<file path="src/lkvc_pkg.sv">
// shared types and constants for the lru key-value cache
// no dependencies; imported by every module of the block
package lkvc_pkg;

  localparam int KEY_W = 32;
  localparam int VAL_W = 32;
  localparam int CAP_W = 5;

  localparam logic [CAP_W-1:0] CAP_RESET  = 5'd16;
  localparam logic [VAL_W-1:0] MISS_VALUE = 32'hFFFF_FFFF;

  localparam logic ACT_GET = 1'b0;
  localparam logic ACT_PUT = 1'b1;

  typedef enum logic [1:0] {
    ST_IDLE,
    ST_LAUNCH,
    ST_SEARCH
  } state_e;

  typedef enum logic [1:0] {
    UPD_NONE,
    UPD_PROMOTE,
    UPD_INSERT
  } upd_op_e;

  typedef struct packed {
    upd_op_e          op;
    logic             wr_value;
    logic [KEY_W-1:0] key;
    logic [VAL_W-1:0] value;
  } upd_t;

  typedef struct packed {
    logic active;
    logic found;
    logic free_found;
    logic old_found;
  } tok_flags_t;

endpackage

</file>
<file path="src/lkvc_cell.sv">
// one cache entry: key, value, valid and recency rank
// adds its own match, free and oldest findings to the search token passing by
// depends on lkvc_pkg
module lkvc_cell #(
  parameter int IDXW = 4,
  parameter int ME   = 0
) (
  input  logic                      clk,
  input  logic                      rst,
  input  logic [lkvc_pkg::KEY_W-1:0] search_key,
  input  lkvc_pkg::tok_flags_t      in_flags,
  input  logic [IDXW-1:0]           in_found_idx,
  input  logic [IDXW-1:0]           in_found_rank,
  input  logic [lkvc_pkg::VAL_W-1:0] in_found_value,
  input  logic [IDXW-1:0]           in_free_idx,
  input  logic [IDXW-1:0]           in_old_idx,
  input  logic [IDXW-1:0]           in_old_rank,
  output lkvc_pkg::tok_flags_t      out_flags,
  output logic [IDXW-1:0]           out_found_idx,
  output logic [IDXW-1:0]           out_found_rank,
  output logic [lkvc_pkg::VAL_W-1:0] out_found_value,
  output logic [IDXW-1:0]           out_free_idx,
  output logic [IDXW-1:0]           out_old_idx,
  output logic [IDXW-1:0]           out_old_rank,
  input  lkvc_pkg::upd_t            upd,
  input  logic [IDXW-1:0]           upd_slot,
  input  logic [IDXW-1:0]           upd_rank
);
  import lkvc_pkg::*;

  logic [KEY_W-1:0] entry_key;
  logic [VAL_W-1:0] entry_value;
  logic             valid;
  logic [IDXW-1:0]  rank;

  logic             hit_here;
  logic             is_me;
  tok_flags_t       flags_next;
  logic [IDXW-1:0]  found_idx_next;
  logic [IDXW-1:0]  found_rank_next;
  logic [VAL_W-1:0] found_value_next;
  logic [IDXW-1:0]  free_idx_next;
  logic [IDXW-1:0]  old_idx_next;
  logic [IDXW-1:0]  old_rank_next;

  assign hit_here = valid && (entry_key == search_key);
  assign is_me    = (upd_slot == IDXW'(ME));

  always_comb begin
    flags_next       = in_flags;
    found_idx_next   = in_found_idx;
    found_rank_next  = in_found_rank;
    found_value_next = in_found_value;
    free_idx_next    = in_free_idx;
    old_idx_next     = in_old_idx;
    old_rank_next    = in_old_rank;
    if (hit_here && !in_flags.found) begin
      flags_next.found = 1'b1;
      found_idx_next   = IDXW'(ME);
      found_rank_next  = rank;
      found_value_next = entry_value;
    end
    if (!valid && !in_flags.free_found) begin
      flags_next.free_found = 1'b1;
      free_idx_next         = IDXW'(ME);
    end
    if (valid && (!in_flags.old_found || rank > in_old_rank)) begin
      flags_next.old_found = 1'b1;
      old_idx_next         = IDXW'(ME);
      old_rank_next        = rank;
    end
  end

  // token stage toward the next cell
  always_ff @(posedge clk) begin
    if (rst) begin
      out_flags <= '0;
    end else begin
      out_flags <= flags_next;
    end
  end

  always_ff @(posedge clk) begin
    out_found_idx   <= found_idx_next;
    out_found_rank  <= found_rank_next;
    out_found_value <= found_value_next;
    out_free_idx    <= free_idx_next;
    out_old_idx     <= old_idx_next;
    out_old_rank    <= old_rank_next;
  end

  // recency and valid
  always_ff @(posedge clk) begin
    if (rst) begin
      valid <= 1'b0;
      rank  <= '0;
    end else begin
      case (upd.op)
        UPD_PROMOTE: begin
          if (is_me) begin
            rank <= '0;
          end else if (valid && rank < upd_rank) begin
            rank <= IDXW'(rank + 1'b1);
          end
        end
        UPD_INSERT: begin
          if (is_me) begin
            valid <= 1'b1;
            rank  <= '0;
          end else if (valid) begin
            rank <= IDXW'(rank + 1'b1);
          end
        end
        default: begin
        end
      endcase
    end
  end

  always_ff @(posedge clk) begin
    if (is_me && upd.op == UPD_INSERT) begin
      entry_key   <= upd.key;
      entry_value <= upd.value;
    end else if (is_me && upd.op == UPD_PROMOTE && upd.wr_value) begin
      entry_value <= upd.value;
    end
  end

endmodule

</file>
<file path="src/lru_key_value_cache.sv">
// top level of the lru key-value cache: control, capacity register, cell chain
// depends on lkvc_pkg and lkvc_cell
//
//   channel   handshake            payload
//   request   start / busy         action, key, value
//   result    done (strobe)        hit, read_value
//   config    capacity_wr          capacity
//
// each request passes a search token down the cell chain one cell per cycle,
// then the update is applied to all cells at once. a get's result is strobed
// on done once the token has left the last cell; busy falls in that same cycle,
// so the next request can be taken at its end.
// a put gives no result. reset clears all entries and sets capacity to 16.
// results cannot be stalled; done is high for exactly one cycle per get.
module lru_key_value_cache #(
  parameter int ENTRIES = 16
) (
  input  logic                       clk,
  input  logic                       rst,
  input  logic                       start,
  output logic                       busy,
  input  logic                       action,
  input  logic [lkvc_pkg::KEY_W-1:0] key,
  input  logic [lkvc_pkg::VAL_W-1:0] value,
  output logic                       done,
  output logic                       hit,
  output logic [lkvc_pkg::VAL_W-1:0] read_value,
  input  logic                       capacity_wr,
  input  logic [lkvc_pkg::CAP_W-1:0] capacity
);
  import lkvc_pkg::*;

  localparam int IDXW = (ENTRIES > 1) ? $clog2(ENTRIES) : 1;
  localparam int OCCW = $clog2(ENTRIES + 1);
  localparam int CW   = (OCCW > CAP_W) ? OCCW : CAP_W;

  state_e           state;
  state_e           state_next;
  logic             act_q;
  logic [KEY_W-1:0] key_q;
  logic [VAL_W-1:0] val_q;
  logic [CAP_W-1:0] cap_setting;
  logic [OCCW-1:0]  occupancy;
  logic [OCCW-1:0]  occupancy_next;

  tok_flags_t       head_flags;
  tok_flags_t       chain_flags       [ENTRIES+1];
  logic [IDXW-1:0]  chain_found_idx   [ENTRIES+1];
  logic [IDXW-1:0]  chain_found_rank  [ENTRIES+1];
  logic [VAL_W-1:0] chain_found_value [ENTRIES+1];
  logic [IDXW-1:0]  chain_free_idx    [ENTRIES+1];
  logic [IDXW-1:0]  chain_old_idx     [ENTRIES+1];
  logic [IDXW-1:0]  chain_old_rank    [ENTRIES+1];

  upd_t             upd;
  logic [IDXW-1:0]  upd_slot;
  logic [IDXW-1:0]  upd_rank;
  logic             res_load;
  logic             res_hit;
  logic [VAL_W-1:0] res_value;

  logic [CW-1:0]    cap_ext;
  logic [CW-1:0]    eff_cap;
  logic [CW-1:0]    occ_ext;
  logic             full;
  logic             tail_active;

  // head of the chain
  always_comb begin
    head_flags        = '0;
    head_flags.active = (state == ST_LAUNCH);
  end
  assign chain_flags[0]       = head_flags;
  assign chain_found_idx[0]   = '0;
  assign chain_found_rank[0]  = '0;
  assign chain_found_value[0] = '0;
  assign chain_free_idx[0]    = '0;
  assign chain_old_idx[0]     = '0;
  assign chain_old_rank[0]    = '0;

  for (genvar i = 0; i < ENTRIES; i++) begin : g_cell
    lkvc_cell #(
      .IDXW (IDXW),
      .ME   (i)
    ) u_cell (
      .clk             (clk),
      .rst             (rst),
      .search_key      (key_q),
      .in_flags        (chain_flags[i]),
      .in_found_idx    (chain_found_idx[i]),
      .in_found_rank   (chain_found_rank[i]),
      .in_found_value  (chain_found_value[i]),
      .in_free_idx     (chain_free_idx[i]),
      .in_old_idx      (chain_old_idx[i]),
      .in_old_rank     (chain_old_rank[i]),
      .out_flags       (chain_flags[i+1]),
      .out_found_idx   (chain_found_idx[i+1]),
      .out_found_rank  (chain_found_rank[i+1]),
      .out_found_value (chain_found_value[i+1]),
      .out_free_idx    (chain_free_idx[i+1]),
      .out_old_idx     (chain_old_idx[i+1]),
      .out_old_rank    (chain_old_rank[i+1]),
      .upd             (upd),
      .upd_slot        (upd_slot),
      .upd_rank        (upd_rank)
    );
  end

  assign tail_active = chain_flags[ENTRIES].active;

  assign cap_ext = CW'(cap_setting);
  assign eff_cap = (cap_ext == '0) ? CW'(1) :
                   ((cap_ext > CW'(ENTRIES)) ? CW'(ENTRIES) : cap_ext);
  assign occ_ext = CW'(occupancy);
  assign full    = (occ_ext >= eff_cap) || (occ_ext >= CW'(ENTRIES));

  // decision once the token leaves the last cell
  always_comb begin
    upd            = '0;
    upd.op         = UPD_NONE;
    upd_slot       = '0;
    upd_rank       = '0;
    occupancy_next = occupancy;
    res_load       = 1'b0;
    res_hit        = 1'b0;
    res_value      = MISS_VALUE;
    if (state == ST_SEARCH && tail_active) begin
      if (act_q == ACT_GET) begin
        res_load = 1'b1;
        if (chain_flags[ENTRIES].found) begin
          res_hit   = 1'b1;
          res_value = chain_found_value[ENTRIES];
          upd.op    = UPD_PROMOTE;
          upd_slot  = chain_found_idx[ENTRIES];
          upd_rank  = chain_found_rank[ENTRIES];
        end
      end else if (chain_flags[ENTRIES].found) begin
        upd.op       = UPD_PROMOTE;
        upd.wr_value = 1'b1;
        upd.value    = val_q;
        upd_slot     = chain_found_idx[ENTRIES];
        upd_rank     = chain_found_rank[ENTRIES];
      end else begin
        upd.op    = UPD_INSERT;
        upd.key   = key_q;
        upd.value = val_q;
        if (full) begin
          upd_slot = chain_old_idx[ENTRIES];
        end else begin
          upd_slot       = chain_free_idx[ENTRIES];
          occupancy_next = OCCW'(occupancy + 1'b1);
        end
      end
    end
  end

  always_ff @(posedge clk) begin
    if (rst) begin
      state <= ST_IDLE;
    end else begin
      state <= state_next;
    end
  end

  always_comb begin
    state_next = state;
    busy       = (state != ST_IDLE);
    case (state)
      ST_IDLE: begin
        if (start) begin
          state_next = ST_LAUNCH;
        end
      end
      ST_LAUNCH: begin
        state_next = ST_SEARCH;
      end
      ST_SEARCH: begin
        if (tail_active) begin
          state_next = ST_IDLE;
        end
      end
      default: begin
        state_next = ST_IDLE;
      end
    endcase
  end

  always_ff @(posedge clk) begin
    if (state == ST_IDLE && start) begin
      act_q <= action;
      key_q <= key;
      val_q <= value;
    end
  end

  always_ff @(posedge clk) begin
    if (rst) begin
      cap_setting <= CAP_RESET;
      occupancy   <= '0;
      done        <= 1'b0;
    end else begin
      if (capacity_wr) begin
        cap_setting <= capacity;
      end
      occupancy <= occupancy_next;
      done      <= res_load;
    end
  end

  always_ff @(posedge clk) begin
    if (res_load) begin
      hit        <= res_hit;
      read_value <= res_value;
    end
  end

endmodule

</file>
<file path="config.mk">
export PLATFORM = sky130hd
export DESIGN_NAME = lru_key_value_cache
export DESIGN_NICKNAME = d
export VERILOG_FILES = /design/src/lkvc_pkg.sv /design/src/lkvc_cell.sv /design/src/lru_key_value_cache.sv
export SDC_FILE = /design/constraint.sdc
export NUM_CORES = 2
export LEC_CHECK = 0
export ABC_AREA = 1
export BUFFER_PORTS_ARGS = -buffer_cell sky130_fd_sc_hd__buf_2
export CAP_MARGIN = 30
export CORE_MARGIN = 1
export CORE_UTILIZATION = 35
export DETAILED_ROUTE_END_ITERATION = 12
export GPL_TIMING_DRIVEN = 0
export PLACE_DENSITY = 0.6
export REMOVE_ABC_BUFFERS = 1
export SLEW_MARGIN = 20
export SYNTH_ARGS = -nofsm -noshare
export SYNTH_HDL_FRONTEND = slang
export SYNTH_HIERARCHICAL = 1
export SYNTH_SLANG_ARGS = --single-unit
export TNS_END_PERCENT = 5
</file>
<file path="constraint.sdc">
create_clock -name clk -period 8.26 [get_ports clk]
set_clock_uncertainty 0.15 [all_clocks]
set_input_delay 2.478 -clock clk [delete_from_list [all_inputs] [get_ports clk]]
set_output_delay 2.478 -clock clk [all_outputs]
set_load 0.02 [all_outputs]
</file>
==> Yosys cells after proc, flatten, opt, wreduce, memory -nomap -nowiden <==
Index checks and enable logic that the tools add are counted.
{ "totals": {"reg_bits": 2060, "inputBits": 74, "out_inout_bits": 35, "elab_cells": 836} }
{ "classes": {"addsub": 17, "n_lt_le_gt_ge": 34, "eq_ne": 69, "n_mux": 226, "n_bitwise": 3, "reduce_logical": 260} }
{ "ops": {"columns": ["operator", "n"], "rows": [
  ["$mux 32", 48],
  ["$eq 32x32->1", 16],
  ["$mux 4", 100],
  ["$pmux 4 s2", 16],
  ["$logic_and 1x1->1", 127],
  ["$ne 3x1->1 const B", 32],
  ["$mux 67", 1],
  ["$mux 65", 1],
  ["$add 4x1->4 const B", 16],
  ["$lt 4x4->1", 16],
  ["$gt 4x4->1", 15],
  ["$logic_not 1->1", 60],
  ["$mux 1", 53],
  ["$reduce_and 3->1", 16],
  ["$reduce_bool 2->1", 18],
  ["$reduce_and 2->1", 17],
  ["$eq 4x4->1 const B", 8],
  ["$eq 4x3->1 const B", 4],
  ["$logic_or 1x1->1", 16],
  ["$mux 5", 2],
  ["$eq 4x2->1 const B", 2],
  ["$mux 2", 4],
  ["$pmux 2 s3", 1],
  ["$add 5x1->5 const B", 1],
  ["15 further kinds", 19]
]} }

==> Longest topological paths before layout <==
{ "depth": {"ltp_word": 14, "ltp_mapped": 21, "depth_no_buf": 20} }

==> Hierarchy <==
Netlist, hierarchy kept.
{ "modules_own_cells": {"columns": ["module", "instances", "cells_per_inst", "area_per_inst_um2", "seq_area_each_um2"], "rows": [
  ["lkvc_cell at g_cell[10].u_cell ...", 6, 493, 4854.7, 3143.0],
  ["lkvc_cell at g_cell[1].u_cell ...", 4, 497, 4863.4, 3143.0],
  ["lkvc_cell at g_cell[13].u_cell ...", 3, 492, 4860.9, 3143.0],
  ["lkvc_cell at g_cell[0].u_cell", 1, 498, 4862.2, 3143.0],
  ["lkvc_cell at g_cell[15].u_cell", 1, 496, 4842.1, 3143.0],
  ["lkvc_cell at g_cell[11].u_cell", 1, 494, 4835.9, 3143.0],
  ["lru_key_value_cache", 1, 451, 4660.7, 3203.1]
]} }

==> Worst setup path after synthesis <==
Ideal clock, no wire load.
{ "synth_path": {"kind": "input to register", "startpoint": "input start", "endpoint": "register act_q (enable)", "setup_time_ns": 0.488, "arrival_ns": 5.229, "path_slack_ns": 2.393, "path_stages": 2, "path_buffers": 0, "cell_sequence": "inv_1 -> nor2_1"} }
{ "synth_between": {"elab_chain_len": 1} }
{ "synth_rtl": {"columns": ["item", "line_no", "rtl"], "rows": [
  ["start, declared", "lru_key_value_cache.sv:20", "input logic start,"],
  ["$logic_and 1x1->1", "lru_key_value_cache.sv:189", "if (state == ST_IDLE && start) begin"],
  ["end signal, assigned", "lru_key_value_cache.sv:190", "act_q <= action;"],
  ["end, declared", "lru_key_value_cache.sv:39", "logic act_q;"]
]} }
No other way between the ends.
A chain may end at the register's enable or synchronous reset.

==> Worst setup path after layout <==
{ "layout_path": {"startpoint": "register state[0]", "endpoint": "register g_cell[15].u_cell.entry_key[17] (enable)"} }
{ "layout_between": {"elab_chain_len": 5, "word_cells_on_any_way": 7} }
{ "layout_rtl": {"columns": ["item", "line_no", "rtl"], "rows": [
  ["start, declared", "lru_key_value_cache.sv:37", "state_e state;"],
  ["start signal, assigned", "lru_key_value_cache.sv:161", "state <= state_next;"],
  ["$eq 2x2->1", "lru_key_value_cache.sv:127", "if (state == ST_SEARCH && tail_active) begin"],
  ["$logic_and 1x1->1", "lru_key_value_cache.sv:127", null],
  ["$mux 4", "lru_key_value_cache.sv:127", null],
  ["net upd_slot[0]", "lru_key_value_cache.sv:56", "logic [IDXW-1:0] upd_slot;"],
  ["$eq 4x4->1", "lkvc_cell.sv:47", "assign is_me = (upd_slot == IDXW'(ME));"],
  ["$logic_and 1x1->1", "lkvc_cell.sv:121", "if (is_me && upd.op == UPD_INSERT) begin"],
  ["end signal, assigned", "lkvc_cell.sv:122", "entry_key <= upd.key;"],
  ["end, declared", "lkvc_cell.sv:31", "logic [KEY_W-1:0] entry_key;"]
]} }
The timed path passes the listed nets, and every way through them passes these cells.

==> flow_metrics.py <==
metrics = {
    "placed_design": {
        "port_buffers": 108,
        "gp_congestion": 0.827,
        "dp_hpwl_um": 130000,
    },
    "die": {
        "num_rows": 177,
        "core_area_um2": 233000,
        "die_x_um": 487,
        "die_area_um2": 237000,
        "die_y_um": 487,
        "io_pins": 109,
        "start_util": 0.353,
    },
    "finish": {
        "area_growth_pct": 15.9,
        "final.fill_count": 22200,
        "drive_above_1_share": 0.0936,
        "regArea_um2": 53400,
        "layout.nets": 8808,
        "multiInputGateArea_um2": 23400,
    },
    "cts": {
        "numCtsBuffers": 206,
        "h-tree-depth": 4,
        "cts_root_buf": "clkbuf_16",
        "cts_tree": "done",
        "cts_sinks": 2105,
        "clk_pin_slew_ps": 60,
        "cts_resized": 0,
        "clk_latency_ps": 860,
        "clockBufferDepth": 3,
        "post_cts_buffers": 0,
        "holdBufCountCts": 0,
    },
    "timing": {
        "finalCriticalPeriod_ps": 5130,
        "max-slew-margin-rel": 0.351,
        "finalSetupViolCount": 0,
        "max_slew.worst_pin.slew_ps": 969,
        "hold_viol": 0,
        "drv_slew": 0,
        "fin_crit_sh": 0.621,
        "max_freq_mhz": 195,
        "tns_ps": 0,
        "holdWs_ps": 186,
        "grt_setup_unrepaired": "false",
    },
    "route": {
        "initialDrtViolationCount": 3551,
        "vias_per_cell": 4.50,
        "wl_um": 183000,
        "via_count": 53600,
        "firstDrtPassIters": 7,
        "drtAntennaViolNets": 0,
        "drc": 0,
        "wire_per_inst_um": 15.4,
    },
    "power_and_ir_drop": {
        "vdd_drop_max_mv": 0.162,
        "power_density_nw_per_um2": 222,
        "leakage_nw": 40.5,
    },
    "critical_path": {
        "worstSetupStartpointType": "flip-flop",
        "worst-endpoint-required_ps": 8570,
        "r2r-start": "state[0]",
        "crit_fanout": 42,
        "r2r_end": "g_cell[15].u_cell/entry_key[17]",
        "crit_type": "flip-flop to flip-flop",
        "r2r_setup_slack_ps": 3130,
        "r2r_cells": 10,
        "worstSetupEndpointType": "flip-flop",
        "crit_arrival_ps": 5450,
    },
    "min_path": {
        "hold_end": "g_cell[2].u_cell/out_found_value[14]",
        "hold_path.class": "flip-flop to flip-flop",
        "hold_depth": 2,
        "min-delay-start": "g_cell[1].u_cell/out_found_value[14]",
    },
    "synthesis": {
        "syn-cell-area_um2": 82200,
        "yosysWarnings": 6,
        "avgSynthCellArea_um2": 9.85,
        "synthCells": 8344,
    },
    "grt": {
        "antenna_found_initial": 2,
        "grt_max_degree": 60,
        "grt-ovfl-total": 0,
        "grt.total_usage": 0.154,
        "grt_pass1_vias": 52900,
        "grt_pass1_wl_um": 291000,
    },
    "outcome": {
        "status": "finished, final reports clean",
    },
    "flow_run": {
        "maxCapViolations": 0,
    },
}
## layout by cell type, fill, tap and decap left out, types with 55 or more instances in the layout
cell type and instances:
nor2_1 599, nor2_2 56, buf_2 107, o22ai_1 64, xnor2_1 112, buf_8 57
nand3_1 81, dfxtp_1 983, a21oi_1 166, edfxtp_1 1122, ha_1 134, nand4_1 600
clkbuf_1 55, clkbuf_16 209, conb_1 58, o21ai_0 188, nand2_1 2616, inv_1 1084
## power by group
| group | switching (mW) | internal, mW | total [mW] | leakage, nW |
|---|---|---|---|---|
| Combinational | 0.402 | 0.267 | 0.669 | 20.8 |
| Sequential | 0.104 | 11.2 | 11.3 | 16.3 |
| Clock | 4.01 | 5.24 | 9.25 | 3.35 |
## worst max-delay path, cell delays in order, from the launching register on
cell	delay [ps]
dfxtp_1	300
inv_1	120
nand3_4	610
nor2_4	1000
nand3_1	260
nand2_1	660
nand4_1	470
inv_1	260
nand2_1	280
inv_2	360
buf_12	230
## registers in the layout, summed over array words and instances, names as in the netlist, 5 cells and up
register	flops
g_cell.u_cell/out_flags	62
g_cell.u_cell/out_found_value	512
read_value	32
g_cell.u_cell/out_found_idx	64
g_cell.u_cell/out_old_rank	60
val_q	32
cap_ext	5
g_cell.u_cell/entry_key	512
g_cell.u_cell/rank	64
g_cell.u_cell/entry_value	512
g_cell.u_cell/out_free_idx	64
key_q	32
g_cell.u_cell/out_found_rank	64
g_cell.u_cell/out_old_idx	64
g_cell.u_cell/valid	16
occ_ext	5
## per-stage QoR
step | total power [mW] | util | cell area (um2) | setup WS (ps) | cells
after floorplan | 11.9 | - | 80400 | 2390 | 8112
after CTS | 21.4 | 0.408 | 95100 | 3100 | 11900
after global placement | 12.1 | 0.364 | 84800 | -661 | 11400
after detailed placement | 12.2 | 0.379 | 88300 | 3100 | 11500
final | 21.2 | 0.409 | 95300 | 3130 | 11900
after global routing | 22.0 | 0.409 | 95300 | 2700 | 11900
## area by class of cell
type / count / area share
multi-input cells: 4883 / 0.245
flip-flops and latches: 2105 / 0.560
repair buffers: 280 / 0.0374
diodes: 2 / 0.0000525
inverters: 1124 / 0.0443
clock inverters: 90 / 0.0102
clock buffers: 298 / 0.0618
well taps: 3132 / 0.0411
## layer usage
layer	track usage	up-vias	routed length [um]
met4	0.0433	0	4130
met1	0.201	24700	84200
met5	0	-	0
met2	0.263	1059	86400
met3	0.0235	298	8160
li1	-	27500	-
## worst max path at each step
stage             start                                 to  slack [ps]  cells past startpoint
6_report       state[0]    g_cell[15].u_cell/entry_key[17]        3130                     10
5_1_grt        state[0]    g_cell[15].u_cell/entry_key[17]        2700                     10
4_1_cts        state[0]    g_cell[15].u_cell/entry_key[17]        3100                     10
3_5_place_dp   state[0]  g_cell[11].u_cell/entry_value[13]        3100                      9
3_3_place_gp      start                           key_q[3]        -660                      3
2_1_floorplan     start                              act_q        2390                      2
(Power assumes the default switching activity.)
